`config.mk`:
```
export PLATFORM = sky130hd
export DESIGN_NAME = async_transfer_tracker_top
export DESIGN_NICKNAME = d
export VERILOG_FILES = /design/src/att_pkg.sv /design/src/att_in_reg.sv /design/src/att_core.sv /design/src/att_out_reg.sv /design/src/async_transfer_tracker_top.sv
export SDC_FILE = /design/constraint.sdc
export NUM_CORES = 1
export LEC_CHECK = 0
export CORE_MARGIN = 2
export CORE_UTILIZATION = 40
export CTS_CLUSTER_SIZE = 16
export DETAILED_ROUTE_END_ITERATION = 8
export DONT_BUFFER_PORTS = 1
export GPL_TIMING_DRIVEN = 0
export REMOVE_ABC_BUFFERS = 1
export SETUP_SLACK_MARGIN = 0.2
export SLEW_MARGIN = 40
export SYNTH_ARGS = -nofsm -noshare
export SYNTH_HDL_FRONTEND = slang
export SYNTH_SLANG_ARGS = --single-unit
```
`constraint.sdc`:
```
create_clock -name clk -period 4.6 [get_ports clk]
set_input_delay 0.46 -clock clk [delete_from_list [all_inputs] [get_ports clk]]
set_output_delay 0.46 -clock clk [all_outputs]
set_load 0.005 [all_outputs]
```
`src/att_pkg.sv`:
```
// Package with the word types, command and kind codes and widths of the transfer tracker.
`timescale 1ns / 1ps
`default_nettype none

package att_pkg;

    localparam int SIZE_BITS = 24;
    localparam int ADDR_BITS = 32;
    localparam int SEG_BITS  = SIZE_BITS + 1;

    localparam logic [3:0] CMD_CLEAR        = 4'd0;
    localparam logic [3:0] CMD_START_WRITE  = 4'd1;
    localparam logic [3:0] CMD_FINISH_WRITE = 4'd2;
    localparam logic [3:0] CMD_START_WROUND = 4'd3;
    localparam logic [3:0] CMD_FINISH_WROUND = 4'd4;
    localparam logic [3:0] CMD_START_SYNC   = 4'd5;
    localparam logic [3:0] CMD_FINISH_SYNC  = 4'd6;
    localparam logic [3:0] CMD_START_READ   = 4'd7;
    localparam logic [3:0] CMD_SEGMENT      = 4'd8;
    localparam logic [3:0] CMD_START_RROUND = 4'd9;
    localparam logic [3:0] CMD_FINISH_RROUND = 4'd10;
    localparam logic [3:0] CMD_CANCEL_READ  = 4'd11;

    localparam logic [1:0] KIND_NONE  = 2'd0;
    localparam logic [1:0] KIND_READ  = 2'd1;
    localparam logic [1:0] KIND_WRITE = 2'd2;
    localparam logic [1:0] KIND_SYNC  = 2'd3;

    localparam int ST_FINISHED = 0;
    localparam int ST_SEG_EX   = 1;
    localparam int ST_TRANS_EX = 2;

    typedef struct packed {
        logic [3:0]           cmd;
        logic [ADDR_BITS-1:0] addr;
        logic [SIZE_BITS-1:0] size;
        logic                 use_dma;
        logic                 autoclose;
        logic                 cont;
        logic                 report_count;
        logic                 discard;
        logic [7:0]           callback_tag;
    } event_t;

    typedef struct packed {
        logic [1:0]           op_kind;
        logic                 busy_res;
        logic                 read_call_open;
        logic                 segment_open;
        logic [SIZE_BITS-1:0] round_bytes;
        logic [2:0]           status;
        logic                 callback_fired;
        logic [7:0]           fired_tag;
        logic [ADDR_BITS-1:0] cur_addr;
        logic [SIZE_BITS-1:0] realized_count;
        logic                 dma_mode;
        logic                 error;
    } result_t;

    typedef struct packed {
        logic [1:0]           kind;
        logic                 dma_flag;
        logic                 autoclose_flag;
        logic                 cont_flag;
        logic [ADDR_BITS-1:0] buf_addr;
        logic [SIZE_BITS-1:0] remaining;
        logic [SEG_BITS-1:0]  segment_fill;
        logic [SIZE_BITS-1:0] round_len;
        logic [7:0]           cb_tag;
        logic [SIZE_BITS-1:0] realized;
        logic                 report_flag;
        logic                 discard_flag;
    } track_state_t;

endpackage

`default_nettype wire

```
`src/att_in_reg.sv`:
```
// Input register stage that holds one event word until the core takes it.
`timescale 1ns / 1ps
`default_nettype none

module att_in_reg
    import att_pkg::*;
(
    input  wire logic   clk,
    input  wire logic   rst_n,
    input  wire logic   evt_valid,
    output logic        evt_ready,
    input  wire event_t evt,
    output logic        hold_valid,
    input  wire logic   hold_take,
    output event_t      hold_word
);

    logic   valid_reg;
    logic   valid_next;
    event_t word_reg;

    // The stage refills in the same cycle that the core drains it.
    assign evt_ready  = !valid_reg || hold_take;
    assign valid_next = evt_ready ? evt_valid : valid_reg;

    always_ff @(posedge clk or negedge rst_n)
    begin
        if (!rst_n)
        begin
            valid_reg <= 1'b0;
        end
        else
        begin
            valid_reg <= valid_next;
        end
    end

    always_ff @(posedge clk)
    begin
        if (evt_valid && evt_ready)
        begin
            word_reg <= evt;
        end
    end

    assign hold_valid = valid_reg;
    assign hold_word  = word_reg;

endmodule

`default_nettype wire

```
`src/att_core.sv`:
```
// Tracker state registers and the single-pass event update logic.
`timescale 1ns / 1ps
`default_nettype none

module att_core
    import att_pkg::*;
(
    input  wire logic   clk,
    input  wire logic   rst_n,
    input  wire logic   step,
    input  wire event_t word,
    output result_t     result
);

    track_state_t state_reg;
    track_state_t state_next;

    always_comb
    begin
        track_state_t st;
        logic [2:0]   status;
        logic         fired;
        logic [7:0]   ftag;
        logic         err;
        logic         busy;
        logic         done;
        logic         seg_ex;
        logic         tr_ex;

        st     = state_reg;
        status = 3'b000;
        fired  = 1'b0;
        ftag   = 8'd0;
        err    = 1'b0;
        done   = 1'b0;
        seg_ex = 1'b0;
        tr_ex  = 1'b0;

        unique case (word.cmd)
            CMD_CLEAR:
            begin
                st = '0;
            end
            CMD_START_WRITE:
            begin
                st.kind      = KIND_WRITE;
                st.dma_flag  = word.use_dma;
                st.buf_addr  = word.addr;
                st.remaining = word.size;
                st.cb_tag    = word.callback_tag;
            end
            CMD_FINISH_WRITE:
            begin
                if (state_reg.cb_tag != 8'd0)
                begin
                    fired = 1'b1;
                    ftag  = state_reg.cb_tag;
                end
                st.dma_flag  = 1'b0;
                st.buf_addr  = '0;
                st.remaining = '0;
                st.cb_tag    = 8'd0;
                st.round_len = '0;
            end
            CMD_START_WROUND:
            begin
                st.round_len = word.size;
            end
            CMD_FINISH_WROUND:
            begin
                st.segment_fill = state_reg.segment_fill + SEG_BITS'(state_reg.round_len);
                st.buf_addr     = state_reg.buf_addr + ADDR_BITS'(state_reg.round_len);
                st.remaining    = state_reg.remaining - state_reg.round_len;
                st.round_len    = '0;
            end
            CMD_START_SYNC:
            begin
                if (state_reg.kind == KIND_WRITE)
                begin
                    st.kind   = KIND_SYNC;
                    st.cb_tag = word.callback_tag;
                end
            end
            CMD_FINISH_SYNC:
            begin
                if (state_reg.cb_tag != 8'd0)
                begin
                    fired = 1'b1;
                    ftag  = state_reg.cb_tag;
                end
                st = '0;
            end
            CMD_START_READ:
            begin
                // A read already open, an empty request or a pending round is refused.
                if ((state_reg.kind == KIND_READ && state_reg.remaining != '0)
                    || word.size == '0 || state_reg.round_len != '0)
                begin
                    err = 1'b1;
                end
                else
                begin
                    st.kind           = KIND_READ;
                    st.dma_flag       = word.use_dma;
                    st.autoclose_flag = word.autoclose;
                    st.discard_flag   = word.discard;
                    st.buf_addr       = word.discard ? '0 : word.addr;
                    st.remaining      = word.size;
                    st.report_flag    = word.report_count;
                    st.cb_tag         = word.callback_tag;
                    if (word.report_count)
                    begin
                        st.realized = '0;
                    end
                end
            end
            CMD_SEGMENT:
            begin
                st.kind         = KIND_READ;
                st.segment_fill = SEG_BITS'(word.size);
                st.cont_flag    = word.cont;
            end
            CMD_START_RROUND:
            begin
                if (state_reg.segment_fill[SEG_BITS-1]
                    || SEG_BITS'(state_reg.remaining) < state_reg.segment_fill)
                begin
                    st.round_len = state_reg.remaining;
                end
                else
                begin
                    st.round_len = state_reg.segment_fill[SIZE_BITS-1:0];
                end
            end
            CMD_FINISH_RROUND:
            begin
                if (state_reg.report_flag)
                begin
                    st.realized = state_reg.realized + state_reg.round_len;
                end
                st.segment_fill = state_reg.segment_fill - SEG_BITS'(state_reg.round_len);
                if (!state_reg.discard_flag)
                begin
                    st.buf_addr = state_reg.buf_addr + ADDR_BITS'(state_reg.round_len);
                end
                st.remaining = state_reg.remaining - state_reg.round_len;
                st.round_len = '0;
                done   = (st.remaining == '0);
                seg_ex = (st.segment_fill == '0)
                         && (state_reg.autoclose_flag || st.remaining != '0);
                tr_ex  = seg_ex && !state_reg.cont_flag;
                if (done || tr_ex)
                begin
                    st.dma_flag       = 1'b0;
                    st.autoclose_flag = 1'b0;
                    st.buf_addr       = '0;
                    st.discard_flag   = 1'b1;
                    st.remaining      = '0;
                    st.cb_tag         = 8'd0;
                    st.report_flag    = 1'b0;
                    status[ST_FINISHED] = 1'b1;
                end
                if (seg_ex)
                begin
                    st.segment_fill   = '1;
                    status[ST_SEG_EX] = 1'b1;
                    if (status[ST_FINISHED])
                    begin
                        st.kind         = KIND_NONE;
                        st.segment_fill = '0;
                    end
                end
                status[ST_TRANS_EX] = tr_ex;
            end
            CMD_CANCEL_READ:
            begin
                st.dma_flag       = 1'b0;
                st.autoclose_flag = 1'b0;
                st.buf_addr       = '0;
                st.discard_flag   = 1'b1;
                st.remaining      = '0;
                st.cb_tag         = 8'd0;
                st.report_flag    = 1'b0;
                if (!(state_reg.kind == KIND_READ && !state_reg.segment_fill[SEG_BITS-1]))
                begin
                    st.kind         = KIND_NONE;
                    st.segment_fill = '0;
                end
            end
            default:
            begin
                st = state_reg;
            end
        endcase

        if (st.kind == KIND_READ)
        begin
            busy = (st.remaining != '0);
        end
        else if (st.kind == KIND_WRITE)
        begin
            busy = (st.buf_addr != '0);
        end
        else
        begin
            busy = (st.kind == KIND_SYNC);
        end

        state_next = st;

        result.op_kind        = st.kind;
        result.busy_res       = busy;
        result.read_call_open = (st.kind == KIND_READ) && (st.remaining != '0);
        result.segment_open   = (st.kind == KIND_READ) && !st.segment_fill[SEG_BITS-1];
        result.round_bytes    = st.round_len;
        result.status         = status;
        result.callback_fired = fired;
        result.fired_tag      = ftag;
        result.cur_addr       = st.buf_addr;
        result.realized_count = st.realized;
        result.dma_mode       = st.dma_flag;
        result.error          = err;
    end

    always_ff @(posedge clk or negedge rst_n)
    begin
        if (!rst_n)
        begin
            state_reg <= '0;
        end
        else if (step)
        begin
            state_reg <= state_next;
        end
    end

endmodule

`default_nettype wire

```
`src/att_out_reg.sv`:
```
// Result register that holds one result word until the receiver takes it.
`timescale 1ns / 1ps
`default_nettype none

module att_out_reg
    import att_pkg::*;
(
    input  wire logic    clk,
    input  wire logic    rst_n,
    input  wire logic    load_valid,
    output logic         load_ready,
    input  wire result_t load_word,
    output logic         res_valid,
    input  wire logic    res_ready,
    output result_t      res
);

    logic    valid_reg;
    logic    valid_next;
    result_t word_reg;

    assign load_ready = !valid_reg || res_ready;
    assign valid_next = load_ready ? load_valid : valid_reg;

    always_ff @(posedge clk or negedge rst_n)
    begin
        if (!rst_n)
        begin
            valid_reg <= 1'b0;
        end
        else
        begin
            valid_reg <= valid_next;
        end
    end

    always_ff @(posedge clk)
    begin
        if (load_valid && load_ready)
        begin
            word_reg <= load_word;
        end
    end

    assign res_valid = valid_reg;
    assign res       = word_reg;

endmodule

`default_nettype wire

```
`src/async_transfer_tracker_top.sv`:
```
// Top level of the asynchronous transfer tracker: input register, core and result register.
`timescale 1ns / 1ps
`default_nettype none

// The tracker keeps the bookkeeping of one asynchronous endpoint transfer.
// Event words arrive on the evt channel (evt_valid, evt_ready, evt) and each
// one produces exactly one result word on the res channel (res_valid,
// res_ready, res), in the same order. A word is taken at a rising edge where
// valid and ready are both high.
// An accepted event is captured in the input register, the core updates
// its state from it in one pass, and the result is captured in the result
// register, from which it is presented on the res channel.
// Throughput is one event per cycle while the receiver does not stall, set by
// the one-pass core update, which reads the state that the previous event left.
// When the receiver stalls, the result register holds its word, the input
// register holds the next event and evt_ready drops only once both are full;
// no word is lost or repeated.
// Reset (rst_n low, asynchronous) empties both registers and clears every
// field of the tracker state to zero, that is kind none and no segment.
// A clear event (command zero) does the same to the state at run time.
module async_transfer_tracker_top
    import att_pkg::*;
(
    input  wire logic   clk,
    input  wire logic   rst_n,
    input  wire logic   evt_valid,
    output logic        evt_ready,
    input  wire event_t evt,
    output logic        res_valid,
    input  wire logic   res_ready,
    output result_t     res
);

    logic    hold_valid;
    logic    load_ready;
    logic    step;
    event_t  hold_word;
    result_t core_result;

    // The core advances only when its result has a place to go.
    assign step = hold_valid && load_ready;

    att_in_reg u_in_reg (
        .clk        (clk),
        .rst_n      (rst_n),
        .evt_valid  (evt_valid),
        .evt_ready  (evt_ready),
        .evt        (evt),
        .hold_valid (hold_valid),
        .hold_take  (step),
        .hold_word  (hold_word)
    );

    att_core u_core (
        .clk    (clk),
        .rst_n  (rst_n),
        .step   (step),
        .word   (hold_word),
        .result (core_result)
    );

    att_out_reg u_out_reg (
        .clk        (clk),
        .rst_n      (rst_n),
        .load_valid (hold_valid),
        .load_ready (load_ready),
        .load_word  (core_result),
        .res_valid  (res_valid),
        .res_ready  (res_ready),
        .res        (res)
    );

endmodule

`default_nettype wire

```
==> results of run 1 <==
==> what timing repair did <==
item / CTS / global route
buffers inserted: 59 / 23
hold endpoints to repair: 220 / 0
pin swaps: 40 / 47
gates resized for setup: 127 / 120
setup endpoints to repair: 141 / 83
hold buffers: 76 / 0
gates cloned: 3 / 1
==> per-layer routing <==
layer  vias to the layer above  part of all wire, %  global-route usage, %
li1                       9010                    -                      -
met1                      9642                   43                   37.2
met2                       881                   45                   42.6
met3                       158                  8.6                   6.12
met4                         2                  3.8                   9.93
met5                         -                0.017                      0
==> final cells by class <==
class	instances	area (sq um)
Clock buffer	47	1050
Clock inverter	23	270
Fill cell	4950	27200
Inverter	109	420
Multi-Input combinational cell	1830	13000
Sequential cell	318	8860
Tap cell	696	871
Timing Repair Buffer	185	2040
==> worst paths after layout <==
check                                        endpoint                  start  slack, ps
max in group asynchronous        u_core.state_reg[56]                  rst_n       3360
worst min-delay path              u_out_reg.res_valid              res_ready        150
worst max-delay path                u_out_reg.res[96]   u_core.state_reg[88]       -610
min in group asynchronous        u_core.state_reg[10]                  rst_n        480
worst max register to register      u_out_reg.res[96]   u_core.state_reg[88]       -610
worst min register to register  u_core.state_reg[141]  u_core.state_reg[141]        480
==> worst max-delay path: cells and delay by family, from the launching register on <==
kind,cells,cell delay (ps)
AOI/OAI and AO/OA,5,1510
and+or+nand+nor,9,2970
DFF,1,480
==> cells by family after synthesis <==
family,synth area share (%)
compound gates,23.0
simple gates,18.1
xor+xnor,3.68
fa+ha+maj,8.60
mux,1.65
flops,40.7
buf+inv,4.22
==> through the flow <==
| step | hold WS [ps] | worst slack, ps | power, mW | area (sq um) |
|---|---|---|---|---|
| 2_1_floorplan | 164 | -3940 | 9.10 | 21200 |
| 5_1_grt | 142 | -630 | 16.5 | 26500 |
| 3_3_place_gp | 177 | -11720 | 10.9 | 22000 |
| 4_1_cts | 125 | -419 | 15.1 | 25800 |
| 3_5_place_dp | 177 | -2550 | 11.1 | 22600 |
| 6_report | 154 | -608 | 15.6 | 26500 |
==> power breakdown <==
group	switching [mW]	internal (mW)
sequential	0.671	3.53
combinational	4.87	3.30
clock	1.35	1.87
==> synth_stat cells, drive strengths merged, types with 19 or more instances <==
library cell  count  area share (%)
nor3             51             1.2
a31oi            22            0.66
clkbuf           95             1.6
a2bb2oi          29             1.2
nand3            40            0.92
o21ai           142             3.3
a21o             44             1.5
nor2            209             3.6
nor2b            22            0.70
xnor2            64             2.6
a22o             31             1.3
nand4            20            0.58
and3             23            0.66
edfxtp          172              24
a22oi            32             1.1
and2             25            0.73
o21a             21            0.77
xor2             27             1.1
nor4             29            0.94
a21oi           198             4.6
mux2i            29             1.3
o211ai           19            0.70
nand2b           33            0.95
nand2           303             5.3
dfrtp           146              17
buf              26            0.69
ha              141             8.1
inv             108             1.9
==> summary.md, run 1 <==
| Metric | Value |
|---|---|
| Outcome | `complete, but fails checks` |
| Failing checks | `setup timing` |
| Highest-count cells in the layout ignoring fill and taps | `nand2_1, nor2_1, a21oi_1, edfxtp_1, ha_1` |
| Rows | `85` |
| Routed WL per cell | `24.4 microns` |
| DRC viols | `0` |
| Gr ovfl total | `0` |
| Final hold violation count | `0` |
| Initial antenna violation count | `2` |
| Largest net degree at the start of global routing | `147` |
| Tcrit/Tclk final | `113%` |
| Worst-path clk slew | `about 60 ps` |
| Mapped Cells | `approximately 2.4k` |
| Routed WL | `78400 microns` |
| Clock Skew | `30.1 ps` |
| Finished Core Util | `49.4%` |
| CP max stage cell | `a2111oi_0` |
| Finished Layout Cells | `3208` |
| Placer Congestion | `0.941` |
| Maximum operating frequency | `192 MHz` |
| Clock buffer depth | `3` |
| Worst setup margin | `-608 ps` |
| Ant. Diodes | `0` |
| P per Cell Area | `~590 nW/um^2` |
| Leak pwr | `between 10 and 15 nW` |
| Crit Path Class | `reg -> reg` |
| Register area share after synthesis | `approximately 40%` |
| Inst Count DP | `2975` |
| Routed vias/inst | `slightly above 6` |
| Cell mode on critical path | `nand2_1` |
| Peak VDD IR | `roughly 370 uV` |
| Commonest non-fill, non-tap cell in the layout | `nand2_1` |
| RSZ-0062 raised after global routing | `yes` |
| Number of flip-flops in the largest register | `144` |
| Critical path's largest stage delay | `550 ps` |
| H-Tree Depth | `2` |
| GRT Util Overall | `27.3%` |
| Async set-or-reset flop fraction in the synthesized netlist | `45.9%` |
| Minimum clock period | `5210 ps` |
| Setup TNS | `-5060 ps` |
| Die footprint | `56100 sq um` |
| DP HPWL | `53600 microns` |
| Vias in the first global route | `18.7k` |
| Rel. slew slack | `41.7%` |
| Post-layout net count | `2705` |
| Syn. warnings | `0` |
| Crit end category | `flop` |
| Cell depth of the worst flop-to-flop path | `14` |
| DR vias | `19.7k` |
| Initial core utilization | `40.3%` |
| TritonCTS buffer count | `38` |
| Routed Antenna Nets | `0` |
| Synth Area per Inst | `9.12 sq um` |
| Max Slew Vio Count | `0` |
| Hold depth | `2` |
| First-pass GRT wire length | `~120000 microns` |
| 1st-iter DRT viols | `2042` |
| Worst-margin pin slew | `873 ps` |
| Clock Latency Late Sink | `580 ps` |
| CTS tree | `done` |
| Area Growth Syn to Fin | `22.4%` |
| Top-Level Pins | `178` |
| Crit-path max FO | `22` |
| Maxcap violations | `0` |
| Final setup fails | `19` |
| Top_reg_cell synth | `edfxtp_1` |
| Yosys reg bits | `roughly 320` |
| Startpoint types | `flop` |
| Synthesized cell area | `21700 sq um` |
| Clk sinks | `318` |
| Worst Path Arrival | `about 5500 ps` |
| Port-buffer cells | `0` |
| Die W | `approximately 240 microns` |
| Netlist cell types | `between 100 and 150` |
| CTS root buf | `clkbuf_16` |
| Hold Crit Class | `in -> reg` |
| Number of enable flip-flop cells after synthesis | `172` |
| Layout cells sized above 1 | `15.9%` |
| Critical Path RT | `slightly below 5000 ps` |
| Pre-antenna DRT Iters | `6` |
| Die height | `237 microns` |
| Core area | `53700 sq um` |
| Worst path cell trace | `nor4_2 -> nand2_1 -> o31ai_2 -> o211ai_2 -> nor3b_4 -> or2_4 -> a22oi_1 -> nand2_1 -> a2111oi_0 -> nand4_1 -> or4_1 -> or4b_4 -> nor4_4 -> a21boi_1` |
No activity file was read; power rests on OpenSTA's default activity.
==> run 2, diff against run 1 <==
- CORE_UTILIZATION: 40 -> 45
==> run 2 against run 1 <==
Against the previous run:
- the run still ends with setup timing left
- register-to-register slack gained 80 ps
- first-iteration DRC count grew 2.3%
- design area grew 0.19%
- fmax grew 1.6%
- highest routed layer is now met4
==> summary.md, run 2 (synthesis gave the netlist of run 1 again) <==
| Metric | Value |
|---|---|
| CP Capture Point | `u_out_reg.res[96] (unchanged)` |
| Routed vias/inst | `6.29 (was 6.14)` |
| Worst Path Buf+Inv | `1 (was 0)` |
| DR vias | `19.8k (was 19.7k)` |
| Critical Path RT | `4920 ps (about the same)` |
| Hold Crit Class | `in -> reg (unchanged)` |
| Routed WL | `76500 microns (was 78400 microns)` |
| CP max stage cell | `or4b_4 (was a2111oi_0)` |
| R2R Path End | `u_out_reg.res[96] (unchanged)` |
| Worst-margin pin slew | `805 ps (was 873 ps)` |
| Reg2Reg Setup Slack | `-530 ps (was -610 ps)` |
| Layout cells sized above 1 | `16.5% (was 15.9%)` |
| Die W | `223 microns (was 237 microns)` |
| Crit-path max FO | `7 (was 22)` |
| Pre-antenna DRT Iters | `8 (was 6)` |
| Routed Antenna Nets | `0 (unchanged)` |
| Minimum clock period | `5130 ps (was 5210 ps)` |
| CTS root buf | `clkbuf_16 (unchanged)` |
| Startpoint types | `flop (unchanged)` |
| Cell mode on critical path | `a41o_1 (was nand2_1)` |
| Final hold violation count | `0 (unchanged)` |
| Cell depth of the worst flop-to-flop path | `16 (was 14)` |
| Clock Latency Late Sink | `590 ps (was 580 ps)` |
| Leak pwr | `11.0 nW (was 10.9 nW)` |
| Maximum operating frequency | `195 MHz (was 192 MHz)` |
| Die height | `223 microns (was 237 microns)` |
| Tcrit/Tclk final | `111% (was 113%)` |
| Setup TNS | `-4010 ps (was -5060 ps)` |
| DRC viols | `0 (unchanged)` |
| Top-Level Pins | `178 (unchanged)` |
| Inst Count DP | `2893 (was 2975)` |
| Peak VDD IR | `338 uV (was 369 uV)` |
| Rows | `80 (was 85)` |
| Finished Layout Cells | `3147 (was 3208)` |
| CTS tree | `done (unchanged)` |
| CP startpoint | `u_core.state_reg[35] (was u_core.state_reg[88])` |
| TritonCTS buffer count | `38 (unchanged)` |
| Crit Path Class | `reg -> reg (unchanged)` |
| Hold depth | `2 (unchanged)` |
| Failing checks | `setup timing (unchanged)` |
| H-Tree Depth | `2 (unchanged)` |
| Rel. slew slack | `46.3% (was 41.7%)` |
| Clock buffer depth | `3 (unchanged)` |
| Worst slack, placed | `-2650 ps (was -2550 ps)` |
| Post-layout net count | `2725 (was 2705)` |
| Reg2reg start | `u_core.state_reg[35] (was u_core.state_reg[88])` |
| Die footprint | `49900 sq um (was 56100 sq um)` |
| Initial antenna violation count | `0 (was 2)` |
| RSZ-0062 raised after global routing | `yes (unchanged)` |
| P per Cell Area | `588 nW/um^2 (about the same)` |
| Final setup fails | `19 (unchanged)` |
| GRT Util Overall | `30.2% (was 27.3%)` |
| Max Slew Vio Count | `0 (unchanged)` |
| Highest-count cells in the layout ignoring fill and taps | `nand2_1, nor2_1, a21oi_1, edfxtp_1, ha_1 (unchanged)` |
| Area Growth Syn to Fin | `22.6% (was 22.4%)` |
| Port-buffer cells | `0 (unchanged)` |
| DP HPWL | `52400 microns (was 53600 microns)` |
| Fillers | `4159 (was 4950)` |
| Worst path depth | `16 (was 14)` |
| Hold Slack | `138 ps (was 154 ps)` |
| Worst setup margin | `-526 ps (was -608 ps)` |
| Worst path cell trace | `buf_4 -> fa_2 -> nor2b_4 -> o211ai_1 -> a211o_1 -> a41o_1 -> a41o_1 -> nor4_2 -> and4_4 -> a41oi_4 -> nand2_8 -> o21ai_4 -> or4_1 -> or4b_4 -> nor4_4 -> a21boi_1 (was nor4_2 -> nand2_1 -> o31ai_2 -> o211ai_2 -> nor3b_4 -> or2_4 -> a22oi_1 -> nand2_1 -> a2111oi_0 -> nand4_1 -> or4_1 -> or4b_4 -> nor4_4 -> a21boi_1)` |
| Number of flip-flops in the largest register | `144 (unchanged)` |
| Routed WL per cell | `24.3 microns (was 24.4 microns)` |
| First-pass GRT wire length | `116000 microns (was 117000 microns)` |
| Commonest non-fill, non-tap cell in the layout | `nand2_1 (unchanged)` |
| Vias in the first global route | `19.0k (was 18.7k)` |
| 1st-iter DRT viols | `2088 (was 2042)` |
| Placer Congestion | `0.939 (was 0.941)` |
| Worst-path clk slew | `60 ps (about the same)` |
| Ant. Diodes | `0 (unchanged)` |
| Largest net degree at the start of global routing | `147 (unchanged)` |
| Critical path's largest stage delay | `580 ps (was 550 ps)` |
| Core area | `47600 sq um (was 53700 sq um)` |
| Gr ovfl total | `0 (unchanged)` |
| Initial core utilization | `45.5% (was 40.3%)` |
| Maxcap violations | `0 (unchanged)` |
| Worst Path Arrival | `5450 ps (was 5530 ps)` |
| CP delay by family, top | `simple AND/OR/NAND/NOR gates (unchanged)` |
| Outcome | `complete, but fails checks (unchanged)` |
| Clock Skew | `41.2 ps (was 30.1 ps)` |
| Clk sinks | `318 (unchanged)` |
| Crit end category | `flop (unchanged)` |
-- run 2: cell types whose count changed in the layout (fill, tap and decap cells not counted), moves of 6 or more --
| cell | previous run | this run |
|---|---|---|
| buf_4 | 63 | 86 |
| ha_2 | 14 | 8 |
| ha_4 | 1 | 7 |
| o21ai_0 | 112 | 102 |
-- run 2: worst min path at each step --
| stage | from | end | slack, ps |
|---|---|---|---|
| 5_1_grt | res_ready | u_in_reg.hold_valid | 160 |
| 6_report | res_ready | u_in_reg.hold_valid | 140 |
| 2_1_floorplan | rst_n | u_core.state_reg[0] | 160 |
| 3_5_place_dp | rst_n | u_core.state_reg[89] | 180 |
| 4_1_cts | res_ready | u_in_reg.hold_valid | 120 |
| 3_3_place_gp | rst_n | u_core.state_reg[89] | 180 |
-- run 2: cell type report --
| type | instances | area, sq um | area share [%] |
|---|---|---|---|
| Timing Repair Buffer | 206 | 2180 | 8.20 |
| Tap cell | 615 | 769 | 2.90 |
| Clock inverter | 27 | 302 | 1.14 |
| Inverter | 109 | 423 | 1.59 |
| Multi-Input combinational cell | 1829 | 13000 | 49.1 |
| Sequential cell | 318 | 8850 | 33.3 |
| Clock buffer | 43 | 1000 | 3.77 |
-- run 2: where the power goes --
part           switching (mW)  internal, mW
Clock                    1.33          1.87
Sequential              0.693          3.53
Combinational            4.85          3.34
Total                    6.87          8.74
-- run 2: per-layer routing --
layer / vias to the layer above / part of all wire [%] / GRT usage (%)
met2: 890 / 44 / 46.0
met5: - / 0 / 0
met3: 169 / 8.2 / 5.57
met1: 9688 / 44 / 42.9
li1: 9057 / - / -
met4: 0 / 3.6 / 11.1
-- run 2: repair_timing --
action	in CTS	in global routing
setup buffers	72	31
pin swaps	62	45
gates resized for setup	172	89
endpoints found under the hold margin	220	0
hold buffers	76	0
gates cloned	3	0
setup endpoints to repair	140	74
-- run 2: stage by stage --
stage	util, %	power [mW]	cell area [sq um]
2_1_floorplan	-	9.10	21200
3_3_place_gp	46.0	10.9	21900
3_5_place_dp	47.2	11.1	22500
4_1_cts	54.4	15.1	25900
5_1_grt	55.8	16.5	26600
6_report	55.8	15.6	26600
